--- src/b64e_pkg.sv ---
// ----------------------------------------------------------------------------
// b64e_pkg
// Shared types, constants and the character map of the Base64 stream encoder.
// ----------------------------------------------------------------------------
package b64e_pkg;

    localparam int CAP_W         = 16;
    localparam int CHARS_W       = 16;
    localparam int GROUP_W       = 24;
    localparam int CMD_DEPTH     = 2;
    localparam int PADDR_W       = 3;
    localparam int PDATA_W       = 32;

    localparam logic [CAP_W-1:0]   CAP_RESET     = 16'hFFFF;
    localparam logic [PADDR_W-1:0] ADDR_CAPACITY = 3'd0;
    localparam logic [7:0]         PAD_CHAR      = 8'h3D;   // '='
    localparam logic [7:0]         OVF_CHAR      = 8'h00;
    localparam logic [5:0]         SEXTET_MASK   = 6'h3F;

    typedef struct packed {
        logic [7:0] data_byte;
        logic       end_of_message;
    } in_item_t;

    typedef struct packed {
        logic [7:0] out_char;
        logic       out_last;
        logic       overflow;
    } out_item_t;

    // One encode command: a finished group, or an overflow marker.
    typedef struct packed {
        logic [GROUP_W-1:0] group_bits;   // left aligned, first byte high
        logic [1:0]         byte_count;   // 1..3
        logic               eom;
        logic               ovf;
    } cmd_t;

    // Standard alphabet: A-Z, a-z, 0-9, '+', '/'.
    function automatic logic [7:0] b64_char(input logic [5:0] sextet);
        logic [7:0] s;
        s = {2'b00, sextet & SEXTET_MASK};
        if (s < 8'd26) begin
            return 8'h41 + s;
        end
        else if (s < 8'd52) begin
            return 8'h61 + (s - 8'd26);
        end
        else if (s < 8'd62) begin
            return 8'h30 + (s - 8'd52);
        end
        else if (s == 8'd62) begin
            return 8'h2B;
        end
        else begin
            return 8'h2F;
        end
    endfunction

endpackage

--- src/b64e_front.sv ---
// ----------------------------------------------------------------------------
// b64e_front
// Collects bytes into groups, checks capacity, issues encode commands.
// ----------------------------------------------------------------------------
module b64e_front
(
    input  logic                        clk,
    input  logic                        rst_n,
    input  logic                        take,        // byte accepted this cycle
    input  b64e_pkg::in_item_t          item,
    input  logic [b64e_pkg::CAP_W-1:0]  capacity,
    output logic                        cmd_push,
    output b64e_pkg::cmd_t              cmd
);

    logic [15:0]                      held_bytes_reg, held_bytes_next;
    logic [1:0]                       held_count_reg, held_count_next;
    logic [b64e_pkg::CHARS_W-1:0]     chars_reg, chars_next;
    logic                             aborted_reg, aborted_next;

    logic [1:0]                       n;
    logic                             group_done;
    logic                             fits;
    logic [b64e_pkg::CHARS_W:0]       chars_plus4;

    assign n           = held_count_reg + 2'd1;
    assign group_done  = (n == 2'd3) || item.end_of_message;
    assign chars_plus4 = {1'b0, chars_reg} + (b64e_pkg::CHARS_W+1)'(4);
    assign fits        = chars_plus4 <= {1'b0, capacity};

    always_comb
    begin
        held_bytes_next = held_bytes_reg;
        held_count_next = held_count_reg;
        chars_next      = chars_reg;
        aborted_next    = aborted_reg;
        cmd_push        = 1'b0;
        cmd.byte_count  = n;
        cmd.eom         = item.end_of_message;
        cmd.ovf         = !fits;
        unique case (held_count_reg)
            2'd0:    cmd.group_bits = {item.data_byte, 16'h0000};
            2'd1:    cmd.group_bits = {held_bytes_reg[7:0], item.data_byte, 8'h00};
            default: cmd.group_bits = {held_bytes_reg, item.data_byte};
        endcase

        if (take) begin
            if (aborted_reg) begin
                if (item.end_of_message) begin
                    aborted_next    = 1'b0;
                    held_bytes_next = '0;
                    held_count_next = '0;
                    chars_next      = '0;
                end
            end
            else if (!group_done) begin
                held_bytes_next = {held_bytes_reg[7:0], item.data_byte};
                held_count_next = n;
            end
            else begin
                cmd_push        = 1'b1;
                held_bytes_next = '0;
                held_count_next = '0;
                if (item.end_of_message) begin
                    chars_next = '0;
                end
                else if (fits) begin
                    chars_next = chars_plus4[b64e_pkg::CHARS_W-1:0];
                end
                else begin
                    aborted_next = 1'b1;
                end
            end
        end
    end

    always_ff @(posedge clk or negedge rst_n)
    begin
        if (!rst_n)
        begin
            held_bytes_reg <= '0;
            held_count_reg <= '0;
            chars_reg      <= '0;
            aborted_reg    <= 1'b0;
        end
        else
        begin
            held_bytes_reg <= held_bytes_next;
            held_count_reg <= held_count_next;
            chars_reg      <= chars_next;
            aborted_reg    <= aborted_next;
        end
    end

endmodule

--- src/b64e_cmd_fifo.sv ---
// ----------------------------------------------------------------------------
// b64e_cmd_fifo
// Short register queue of encode commands between front and back.
// ----------------------------------------------------------------------------
module b64e_cmd_fifo
#(
    parameter int DEPTH = b64e_pkg::CMD_DEPTH
)
(
    input  logic            clk,
    input  logic            rst_n,
    input  logic            wr_en,
    input  b64e_pkg::cmd_t  wr_cmd,
    output logic            full,
    input  logic            rd_en,
    output b64e_pkg::cmd_t  rd_cmd,
    output logic            empty
);

    localparam int PTR_W = (DEPTH > 1) ? $clog2(DEPTH) : 1;
    localparam int CNT_W = $clog2(DEPTH + 1);

    b64e_pkg::cmd_t     slots [DEPTH];
    logic [PTR_W-1:0]   wr_ptr_reg, wr_ptr_next;
    logic [PTR_W-1:0]   rd_ptr_reg, rd_ptr_next;
    logic [CNT_W-1:0]   count_reg, count_next;
    logic               do_wr, do_rd;

    assign full   = (count_reg == CNT_W'(DEPTH));
    assign empty  = (count_reg == '0);
    assign do_wr  = wr_en && !full;
    assign do_rd  = rd_en && !empty;
    assign rd_cmd = slots[rd_ptr_reg];

    always_comb
    begin
        wr_ptr_next = wr_ptr_reg;
        rd_ptr_next = rd_ptr_reg;
        count_next  = count_reg;
        if (do_wr) begin
            wr_ptr_next = (wr_ptr_reg == PTR_W'(DEPTH - 1)) ? '0 : wr_ptr_reg + PTR_W'(1);
        end
        if (do_rd) begin
            rd_ptr_next = (rd_ptr_reg == PTR_W'(DEPTH - 1)) ? '0 : rd_ptr_reg + PTR_W'(1);
        end
        if (do_wr && !do_rd) begin
            count_next = count_reg + CNT_W'(1);
        end
        else if (do_rd && !do_wr) begin
            count_next = count_reg - CNT_W'(1);
        end
    end

    always_ff @(posedge clk)
    begin
        if (do_wr) begin
            slots[wr_ptr_reg] <= wr_cmd;
        end
    end

    always_ff @(posedge clk or negedge rst_n)
    begin
        if (!rst_n)
        begin
            wr_ptr_reg <= '0;
            rd_ptr_reg <= '0;
            count_reg  <= '0;
        end
        else
        begin
            wr_ptr_reg <= wr_ptr_next;
            rd_ptr_reg <= rd_ptr_next;
            count_reg  <= count_next;
        end
    end

endmodule

--- src/b64e_back.sv ---
// ----------------------------------------------------------------------------
// b64e_back
// Commands become characters in an output register, one per cycle unless stalled.
// ----------------------------------------------------------------------------
module b64e_back
(
    input  logic                clk,
    input  logic                rst_n,
    input  b64e_pkg::cmd_t      cmd,
    input  logic                cmd_empty,
    output logic                cmd_pop,
    output b64e_pkg::out_item_t result,
    output logic                empty,
    input  logic                pop
);

    logic [1:0]             idx_reg, idx_next;
    logic                   out_valid_reg, out_valid_next;
    b64e_pkg::out_item_t    out_reg, out_next;
    logic                   slot_free;
    logic                   emit;
    logic [5:0]             sextet;
    b64e_pkg::out_item_t    ch;

    assign slot_free = !out_valid_reg || pop;
    assign emit      = slot_free && !cmd_empty;
    assign empty     = !out_valid_reg;
    assign result    = out_reg;

    always_comb
    begin
        unique case (idx_reg)
            2'd0:    sextet = cmd.group_bits[23:18];
            2'd1:    sextet = cmd.group_bits[17:12];
            2'd2:    sextet = cmd.group_bits[11:6];
            default: sextet = cmd.group_bits[5:0];
        endcase

        ch.out_char = b64e_pkg::b64_char(sextet);
        ch.out_last = 1'b0;
        ch.overflow = 1'b0;
        if (cmd.ovf) begin
            ch.out_char = b64e_pkg::OVF_CHAR;
            ch.out_last = 1'b1;
            ch.overflow = 1'b1;
        end
        else begin
            if ((idx_reg == 2'd2) && (cmd.byte_count < 2'd2)) begin
                ch.out_char = b64e_pkg::PAD_CHAR;
            end
            if (idx_reg == 2'd3) begin
                ch.out_last = cmd.eom;
                if (cmd.byte_count < 2'd3) begin
                    ch.out_char = b64e_pkg::PAD_CHAR;
                end
            end
        end
    end

    always_comb
    begin
        idx_next       = idx_reg;
        out_next       = out_reg;
        out_valid_next = out_valid_reg && !pop;
        cmd_pop        = 1'b0;
        if (emit) begin
            out_next       = ch;
            out_valid_next = 1'b1;
            if (cmd.ovf || (idx_reg == 2'd3)) begin
                cmd_pop  = 1'b1;
                idx_next = '0;
            end
            else begin
                idx_next = idx_reg + 2'd1;
            end
        end
    end

    always_ff @(posedge clk)
    begin
        out_reg <= out_next;
    end

    always_ff @(posedge clk or negedge rst_n)
    begin
        if (!rst_n)
        begin
            idx_reg       <= '0;
            out_valid_reg <= 1'b0;
        end
        else
        begin
            idx_reg       <= idx_next;
            out_valid_reg <= out_valid_next;
        end
    end

endmodule

--- src/base64_stream_encoder.sv ---
// ----------------------------------------------------------------------------
// base64_stream_encoder
// Byte stream to Base64 characters (standard alphabet, '=' padding).
// ----------------------------------------------------------------------------
// Bytes enter through a queue-style port (push/full) and characters leave
// through another (empty/pop). Every third byte of a message, or its final
// byte, closes a group that becomes four characters; short final groups are
// padded with '=' and the fourth character of the final group carries
// out_last. If a group would take the per-message character count past
// output_capacity, a single item with overflow=1, out_last=1 and out_char=0
// is produced instead and the rest of the message is dropped. A byte is
// accepted whenever the command queue (CMD_DEPTH entries) has room; the
// back end puts out one character per cycle while the character side keeps
// popping, so that a full group leaves as four characters in turn. A byte
// that closes a group is written into the command queue, and its first
// character then passes through the output register before it shows.
// output_capacity sits at byte address 0 of the APB port (reset 65535);
// write it only while the block is idle.
// ----------------------------------------------------------------------------
module base64_stream_encoder
#(
    parameter int CMD_DEPTH = b64e_pkg::CMD_DEPTH
)
(
    input  logic                             clk,
    input  logic                             rst_n,
    // byte side
    input  logic                             push,
    output logic                             full,
    input  b64e_pkg::in_item_t               item,
    // character side
    output logic                             empty,
    input  logic                             pop,
    output b64e_pkg::out_item_t              result,
    // configuration
    input  logic                             psel,
    input  logic                             penable,
    input  logic                             pwrite,
    input  logic [b64e_pkg::PADDR_W-1:0]     paddr,
    input  logic [b64e_pkg::PDATA_W-1:0]     pwdata,
    output logic [b64e_pkg::PDATA_W-1:0]     prdata,
    output logic                             pready
);

    logic [b64e_pkg::CAP_W-1:0] cap_reg, cap_next;
    logic                       cap_hit;
    logic                       take;
    logic                       cmd_push;
    b64e_pkg::cmd_t             cmd_in;
    b64e_pkg::cmd_t             cmd_out;
    logic                       cmd_empty;
    logic                       cmd_pop;

    // ---- configuration register ----
    // Only paddr[2] selects a register; the byte offset bits are ignored.
    assign pready  = 1'b1;
    assign cap_hit = (paddr[b64e_pkg::PADDR_W-1] == b64e_pkg::ADDR_CAPACITY[b64e_pkg::PADDR_W-1]);
    assign prdata  = cap_hit ? {{(b64e_pkg::PDATA_W-b64e_pkg::CAP_W){1'b0}}, cap_reg} : '0;

    always_comb
    begin
        cap_next = cap_reg;
        if (psel && penable && pwrite && pready && cap_hit) begin
            cap_next = pwdata[b64e_pkg::CAP_W-1:0];
        end
    end

    always_ff @(posedge clk or negedge rst_n)
    begin
        if (!rst_n)
        begin
            cap_reg <= b64e_pkg::CAP_RESET;
        end
        else
        begin
            cap_reg <= cap_next;
        end
    end

    // ---- front: grouping and capacity check ----
    // A byte is taken only while the queue has room, so a group that
    // closes on it always finds a slot.
    assign take = push && !full;

    b64e_front u_front
    (
        .clk      (clk),
        .rst_n    (rst_n),
        .take     (take),
        .item     (item),
        .capacity (cap_reg),
        .cmd_push (cmd_push),
        .cmd      (cmd_in)
    );

    // ---- decoupling queue ----
    b64e_cmd_fifo
    #(
        .DEPTH (CMD_DEPTH)
    )
    u_cmd_fifo
    (
        .clk    (clk),
        .rst_n  (rst_n),
        .wr_en  (cmd_push),
        .wr_cmd (cmd_in),
        .full   (full),
        .rd_en  (cmd_pop),
        .rd_cmd (cmd_out),
        .empty  (cmd_empty)
    );

    // ---- back: character sequencer and output register ----
    b64e_back u_back
    (
        .clk       (clk),
        .rst_n     (rst_n),
        .cmd       (cmd_out),
        .cmd_empty (cmd_empty),
        .cmd_pop   (cmd_pop),
        .result    (result),
        .empty     (empty),
        .pop       (pop)
    );

endmodule

--- config.mk ---
export PLATFORM = sky130hd
export DESIGN_NAME = base64_stream_encoder
export DESIGN_NICKNAME = d
export VERILOG_FILES = /design/src/b64e_pkg.sv /design/src/b64e_front.sv /design/src/b64e_cmd_fifo.sv /design/src/b64e_back.sv /design/src/base64_stream_encoder.sv
export SDC_FILE = /design/constraint.sdc
export NUM_CORES = 1
export LEC_CHECK = 0
export ABC_AREA = 1
export BUFFER_PORTS_ARGS = -buffer_cell sky130_fd_sc_hd__buf_2
export CAP_MARGIN = 5
export CORE_MARGIN = 4
export CORE_UTILIZATION = 30
export DETAILED_ROUTE_END_ITERATION = 7
export PLACE_DENSITY = 0.47
export SLEW_MARGIN = 20
export SYNTH_ARGS = -nofsm -noshare
export SYNTH_HDL_FRONTEND = slang
export SYNTH_SLANG_ARGS = --single-unit
export TNS_END_PERCENT = 100
--- constraint.sdc ---
create_clock -name clk -period 3.9 [get_ports clk]
set_input_delay 0.78 -clock clk [delete_from_list [all_inputs] [get_ports clk]]
set_output_delay 0.78 -clock clk [all_outputs]
set_load 0.01 [all_outputs]
==> reports/metrics.yaml, run 1 <==
layout:
  fill_cells: 2332
  largest_reg_flops: 56
  antennaDiodeCount: 0
  drive_above_1_share_pct: 23.86
  fin_nets: 877
  syn2layout_area_growth_pct: 16.62
  instances_no_fill: 1094
setup_path:
  worst-path-buf-inv: 2
  path_class: "flip-flop to flip-flop"
  path_common_cell: "nand3_1"
  crit_chain: "ha_1 -> nand3_1 -> nor2_2 -> inv_1 -> nor2_2 -> nand2_1 -> nor2_1 -> nand3_1 -> xor2_1 -> inv_1 -> ha_1 -> nand2_1 -> nand3b_1 -> nor2_1 -> nand3_1 -> nand3_1 -> nand3_2 -> nand3b_4 -> nand2_1 -> o21ai_2"
  crit_family: "simple AND/OR/NAND/NOR gates"
  worstPathRequired_ns: 4.24
  critPathCaptureType: "flip-flop"
  slowest_stage: "dfrtp_1"
  cp_data_arrival_time_ns: 3.60
  critical_path.max_fanout: 28
  start_kind: "flip-flop"
  crit_path_max_incr_delay_ns: 0.37
min_path:
  hold_path.class: "primary input to async pin"
floorplanning:
  die_y_um: 159.4
  fp.dieW_um: 159.4
  core_sq_mm: 0.02257
  die_area_sq_mm: 0.02540
  rows: 55
  start_util_pct: 30.45
  ios: 96
timing:
  drv_slew: 0
  hold_violations: 0
  holdWs_ns: 0.3476
  min_period_ns: 3.267
  finalWorstSetupSlack_ns: 0.6331
  fmax_ghz: 0.3061
  rsz0062_at_grt: "no"
  setup_viol: 0
  skew_ns: 0.01271
  tns_ns: 0
  slew_headroom_pct: 59.13
  fin_crit_sh_pct: 83.77
  tightest_slew_ns: 0.6108
global_routing:
  grt_pass1_vias: 4833
  grt_pass1_wl_um: 25390
  antenna_found_initial: 1
  overflow: 0
  grt_max_degree: 42
  grt_use_total_pct: 12.41
logic_synthesis:
  synth_flop_cell: "edfxtp_1"
  yosysWarnings: 0
  async_flop_share_pct: 45.90
  synth-seq-area-share_pct: 49.52
  yosys.area.top_type: "edfxtp_1"
  syn_inst: 732
  ys_seq_elements: 122
  ys_top_cells_by_area: "edfxtp_1, dfrtp_1, nand2_1"
  synth.top_cell.area_share_pct: 28.84
  ys_types: 53
  syn_area_sq_mm: 0.006873
  avgSynthCellArea_sq_um: 9.389
  synth_edf_count: 66
clock_network:
  cts_resized: 0
  cts_tree: "yes"
  cts_max_path_buffers: 2
  htree_levels: 4
  post_cts_buffers: 0
  cts.clk_slew.worst_paths_ns: 0.06
  clockRootBuffer: "clkbuf_16"
  hold_buffers: 0
  clock-sinks: 122
  numCtsBuffers: 17
  worstSkewPairLatency_ns: 0.42
routing:
  drt_wl_total_um: 15020
  post_drt_wl_per_cell_um: 13.73
  drtIter0Drc: 255
  post-route-drc-count: 0
  drtPass1Iterations: 4
  vias: 4877
  final_antenna_net_count: 0
  via_per_inst: 4.458
pwr:
  ir_worst_vdd_mv: 0.3227
  leakagePower_nw: 3.641
  power.density_mw_per_mm2: 773.7
outcome:
  outcome: "finished clean"
placed_design:
  dpl_worst_slack_ns: 0.6010
  io_buffers: 60
  gp_congestion: 0.7580
  place_hpwl_um: 10980
  dp.cells: 1062
flow_run:
  max_cap_viol_count: 0
## kinds of logic after synthesis
logic type      Yosys count  share of synthesized area, %
compound gates          137                         13.62
xor+xnor                 18                         2.294
fa+ha+maj                30                         5.461
buf+inv                 151                         10.16
flops                   122                         49.52
other cells               2                        0.1093
simple gates            272                         18.84
## per-stage QoR
| step | util (%) | cell area [sq um] | power (mW) |
|---|---|---|---|
| final | 35.51 | 8015 | 6.201 |
| after global routing | 35.51 | 8015 | 6.717 |
| after CTS | 35.50 | 8013 | 6.285 |
| after detailed placement | 32.74 | 7391 | 4.658 |
| after global placement | 32.74 | 7391 | 4.641 |
| after floorplan | - | 6929 | 4.025 |
## routing by layer
| metal | GRT usage [%] | vias to the layer above | routed length, um |
|---|---|---|---|
| li1 | - | 2519 | - |
| met1 | 16.56 | 2253 | 7271 |
| met2 | 19.59 | 80 | 6920 |
| met3 | 3.417 | 23 | 602 |
| met4 | 4.103 | 2 | 221 |
| met5 | 0 | - | 8 |
## layout make-up
| class | count | area, sq um | area share [%] |
|---|---|---|---|
| clock buffer | 29 | 605.6 | 7.555 |
| clock inverter | 3 | 16.27 | 0.2029 |
| inverter | 110 | 415.4 | 5.183 |
| sequential | 122 | 3403 | 42.46 |
| multi-input combinational | 474 | 2833 | 35.34 |
| timing repair buffer | 71 | 385.4 | 4.808 |
| tap | 285 | 356.6 | 4.449 |
## cell usage after synthesis, types with 4 or more instances
master / n
nand3_1: 24
o21ai_2: 15
inv_1: 102
dfrtp_1: 40
o32ai_1: 5
nand2_2: 14
edfxtp_1: 66
nor2_4: 4
xor2_1: 16
nand4_1: 12
ha_1: 30
a21oi_2: 5
o21ai_0: 30
o22ai_1: 11
nand2_1: 122
a22oi_1: 9
inv_2: 7
nor2_2: 5
nand2_4: 4
a21oi_1: 33
clkbuf_1: 13
dfstp_2: 16
nand3_2: 9
o31ai_1: 8
buf_6: 6
buf_4: 19
nor2_1: 68
a31oi_1: 4
## cells in the final DEF (no fill, tap or decap), types with 8 or more instances in the layout
master	n
o22ai_1	11
clkbuf_16	21
nand4_1	12
o31ai_1	8
edfxtp_1	66
conb_1	17
dfstp_2	16
nand3_2	9
nand3_1	24
buf_2	59
nor2_1	66
ha_1	30
xor2_1	16
dfrtp_1	40
nand2_1	122
nand2_2	14
o21ai_0	30
buf_4	12
inv_1	102
o21ai_2	15
a21oi_1	33
a22oi_1	9
## worst register-to-register path, cell delays in order (launching register included)
cell	delay, ns
dfrtp_1	0.37
ha_1	0.21
nand3_1	0.14
nor2_2	0.13
inv_1	0.07
nor2_2	0.13
nand2_1	0.07
nor2_1	0.17
nand3_1	0.12
xor2_1	0.14
inv_1	0.07
ha_1	0.31
nand2_1	0.05
nand3b_1	0.17
nor2_1	0.17
nand3_1	0.09
nand3_1	0.13
nand3_2	0.11
nand3b_4	0.34
nand2_1	0.13
o21ai_2	0.07
## path summary, 6_finish.rpt
check	cells after the start	to	from	slack [ns]
min in group clk	2	u_back.out_valid_reg	u_cmd_fifo.count_reg[1]	0.50
hold / removal	1	u_back.out_valid_reg	rst_n	0.35
setup / recovery	20	u_front.chars_reg[11]	u_front.chars_reg[3]	0.63
hold reg to reg	2	u_back.out_valid_reg	u_cmd_fifo.count_reg[1]	0.50
setup reg to reg	20	u_front.chars_reg[11]	u_front.chars_reg[3]	0.63
max in group asynchronous	2	u_front.held_bytes_reg[14]	rst_n	2.90
## power breakdown
group | internal (mW) | leakage (nW) | switching (mW)
Combinational | 0.893 | 2.01 | 1.81
Clock | 1.05 | 0.311 | 0.552
Sequential | 1.79 | 1.32 | 0.106
Total | 3.73 | 3.64 | 2.47
Note: power is estimated with default switching activity, not from simulation.
==> run 2: changes to the inputs <==
--- a/config.mk
+++ b/config.mk
@@ -5,7 +5,7 @@
 export SDC_FILE = /design/constraint.sdc
 export NUM_CORES = 1
 export LEC_CHECK = 0
-export ABC_AREA = 1
+export ABC_AREA = 0
 export BUFFER_PORTS_ARGS = -buffer_cell sky130_fd_sc_hd__buf_2
 export CAP_MARGIN = 5
 export CORE_MARGIN = 4
==> constraint.sdc (replaced) <==
create_clock -name clk -period 3.1 [get_ports clk]
set_input_delay 0.62 -clock clk [delete_from_list [all_inputs] [get_ports clk]]
set_output_delay 0.62 -clock clk [all_outputs]
set_load 0.01 [all_outputs]
==> reports/metrics.yaml, run 2 <==
setup_path:
  critical_path.max_fanout: 6
  critPathCaptureType: "flip-flop"
  r2r_start: "u_front.chars_reg[3]"
  start_kind: "flip-flop"
  rrSetupSlack_ns: 0.11
  worstPathRequired_ns: 3.41
  r2r_cells: 13
  cp_data_arrival_time_ns: 3.30
  path_class: "flip-flop to flip-flop"
  reg2reg_to: "u_front.chars_reg[4]"
timing:
  slew_headroom_pct: 50.52
  min_period_ns: 2.988
  holdWs_ns: 0.3570
  fin_crit_sh_pct: 96.37
  setup_viol: 0
  drv_slew: 0
  fmax_ghz: 0.3347
  skew_ns: 0.01210
  hold_violations: 0
  tightest_slew_ns: 0.7422
  tns_ns: 0
  rsz0062_at_grt: "yes"
logic_synthesis:
  yosysWarnings: 0
  ys_types: 64
  syn_area_sq_mm: 0.006444
  synth_edf_count: 66
  synth-seq-area-share_pct: 52.82
  synth.most_common_cell: "edfxtp_1"
  syn_inst: 567
  yosys.area.top_type: "edfxtp_1"
  avgSynthCellArea_sq_um: 11.36
  ys_seq_elements: 122
  ys_top_cells_by_count: "edfxtp_1, nand2_1, dfrtp_1"
  async_flop_share_pct: 45.90
  synth_flop_cell: "edfxtp_1"
  synth.top_cell.area_share_pct: 30.76
  ys_top_cells_by_area: "edfxtp_1, dfrtp_1, dfstp_2"
floorplanning:
  core_sq_mm: 0.02109
  start_util_pct: 30.56
  die_area_sq_mm: 0.02389
  die_y_um: 154.6
  fp.dieW_um: 154.6
  ios: 96
  rows: 53
global_routing:
  overflow: 0
  grt_use_total_pct: 13.26
  grt_max_degree: 57
  grt_pass1_wl_um: 25490
  grt_pass1_vias: 4890
  antenna_found_initial: 0
clock_network:
  cts_max_path_buffers: 2
  cts_tree: "yes"
  worstSkewPairLatency_ns: 0.42
  numCtsBuffers: 17
  cts.clk_slew.worst_paths_ns: 0.06
  clockRootBuffer: "clkbuf_16"
  clock-sinks: 122
  htree_levels: 4
layout:
  multi_input_area_sq_mm: 0.002878
  fin_nets: 760
  final_cell_mix: "edfxtp_1, buf_2, buf_4, nand2_1, dfrtp_1"
  largest_reg_flops: 56
  antennaDiodeCount: 0
  final_common_cell: "edfxtp_1"
  drive_above_1_share_pct: 32.08
  fin_util_pct: 38.42
  syn2layout_area_growth_pct: 25.73
  instances_no_fill: 967
  fill_cells: 2065
  regArea_sq_mm: 0.003403
  design_area_sq_mm: 0.008102
outcome:
  outcome: "finished clean"
routing:
  final_antenna_net_count: 0
  via_per_inst: 4.860
  drt_wl_total_um: 15640
  vias: 4700
  post-route-drc-count: 0
  drtPass1Iterations: 4
  drtIter0Drc: 215
  post_drt_wl_per_cell_um: 16.17
pwr:
  power.density_mw_per_mm2: 1016
  ir_worst_vdd_mv: 0.4079
  leakagePower_nw: 3.540
placed_design:
  place_hpwl_um: 11420
  placed_area_sq_mm: 0.007325
  io_buffers: 60
  dp.cells: 928
  gp_congestion: 0.8110
min_path:
  hold_path.class: "primary input to async pin"
flow_run:
  max_cap_viol_count: 0
## run 2: layout make-up
cell class | count | share of cell area (%)
clock buffers | 19 | 5.730
clock inverters | 13 | 1.421
inverters | 36 | 1.668
multi-input cells | 382 | 35.52
flip-flops and latches | 122 | 42.01
well taps | 275 | 4.247
repair buffers | 120 | 9.405
## run 2: worst max-delay path: stages (launching register included)
cell      delay, ns
dfrtp_1        0.39
ha_2           0.20
and3_1         0.19
and3_1         0.22
xor2_1         0.16
ha_1           0.30
a21oi_1        0.07
o21ai_1        0.13
o211ai_1       0.15
nor3b_4        0.20
a211oi_4       0.44
buf_6          0.21
nor3b_2        0.06
a21o_1         0.17
## run 2: repair_timing
item                       4_1_cts  5_1_grt
setup endpoints to repair       11       21
gates cloned                     0        2
buffers inserted                 0        5
hold buffers                     0        0
resized for setup                3       40
hold endpoints to repair         0        0
pin swaps                        1       13
## run 2: how the worst max path moves through the flow
stage	start	end	slack, ns	depth (start not counted)
floorplan	u_front.chars_reg[4]	u_front.chars_reg[3]	0.15	14
global placement	u_front.chars_reg[2]	u_front.chars_reg[3]	-0.005	12
detailed placement	u_front.chars_reg[3]	u_front.chars_reg[4]	-0.1	13
CTS	u_back.idx_reg[0]	u_back.result[4]	0.01	12
global route	u_front.chars_reg[2]	u_front.chars_reg[4]	-0.05	13
finish	u_front.chars_reg[3]	u_front.chars_reg[4]	0.11	13
## run 2: stage by stage
stage,setup slack (ns),power [mW]
after global routing,-0.05137,8.790
after detailed placement,-0.09634,6.209
after CTS,0.01182,8.177
after global placement,-0.005098,6.121
final,0.1124,8.232
after floorplan,0.1503,4.878
## run 2: kinds of logic (layout without fill, tap and decap cells)
family | after synthesis | in the layout | synth area share [%]
AOI/OAI and AO/OA | 130 | 130 | 15.77
xor gates and xnor gates | 22 | 22 | 2.990
adders and majority gates | 30 | 30 | 5.825
buffers and inverters | 78 | 188 | 5.864
DFF | 122 | 122 | 52.82
muxes | 25 | 25 | 4.194
other | 2 | 17 | 0.1165
and+or+nand+nor | 158 | 158 | 12.43
## run 2: metal layers
layer / vias to the layer above / routed length (um) / GRT usage, %
li1: 2274 / - / -
met1: 2295 / 7316 / 17.14
met2: 116 / 7400 / 21.71
met3: 15 / 742 / 3.749
met4: 0 / 179 / 3.911
met5: - / 0 / 0
## run 2: where the power goes
group / internal, mW / switching [mW]
Clock: 1.17 / 0.757
Combinational: 1.66 / 2.11
Sequential: 2.32 / 0.214
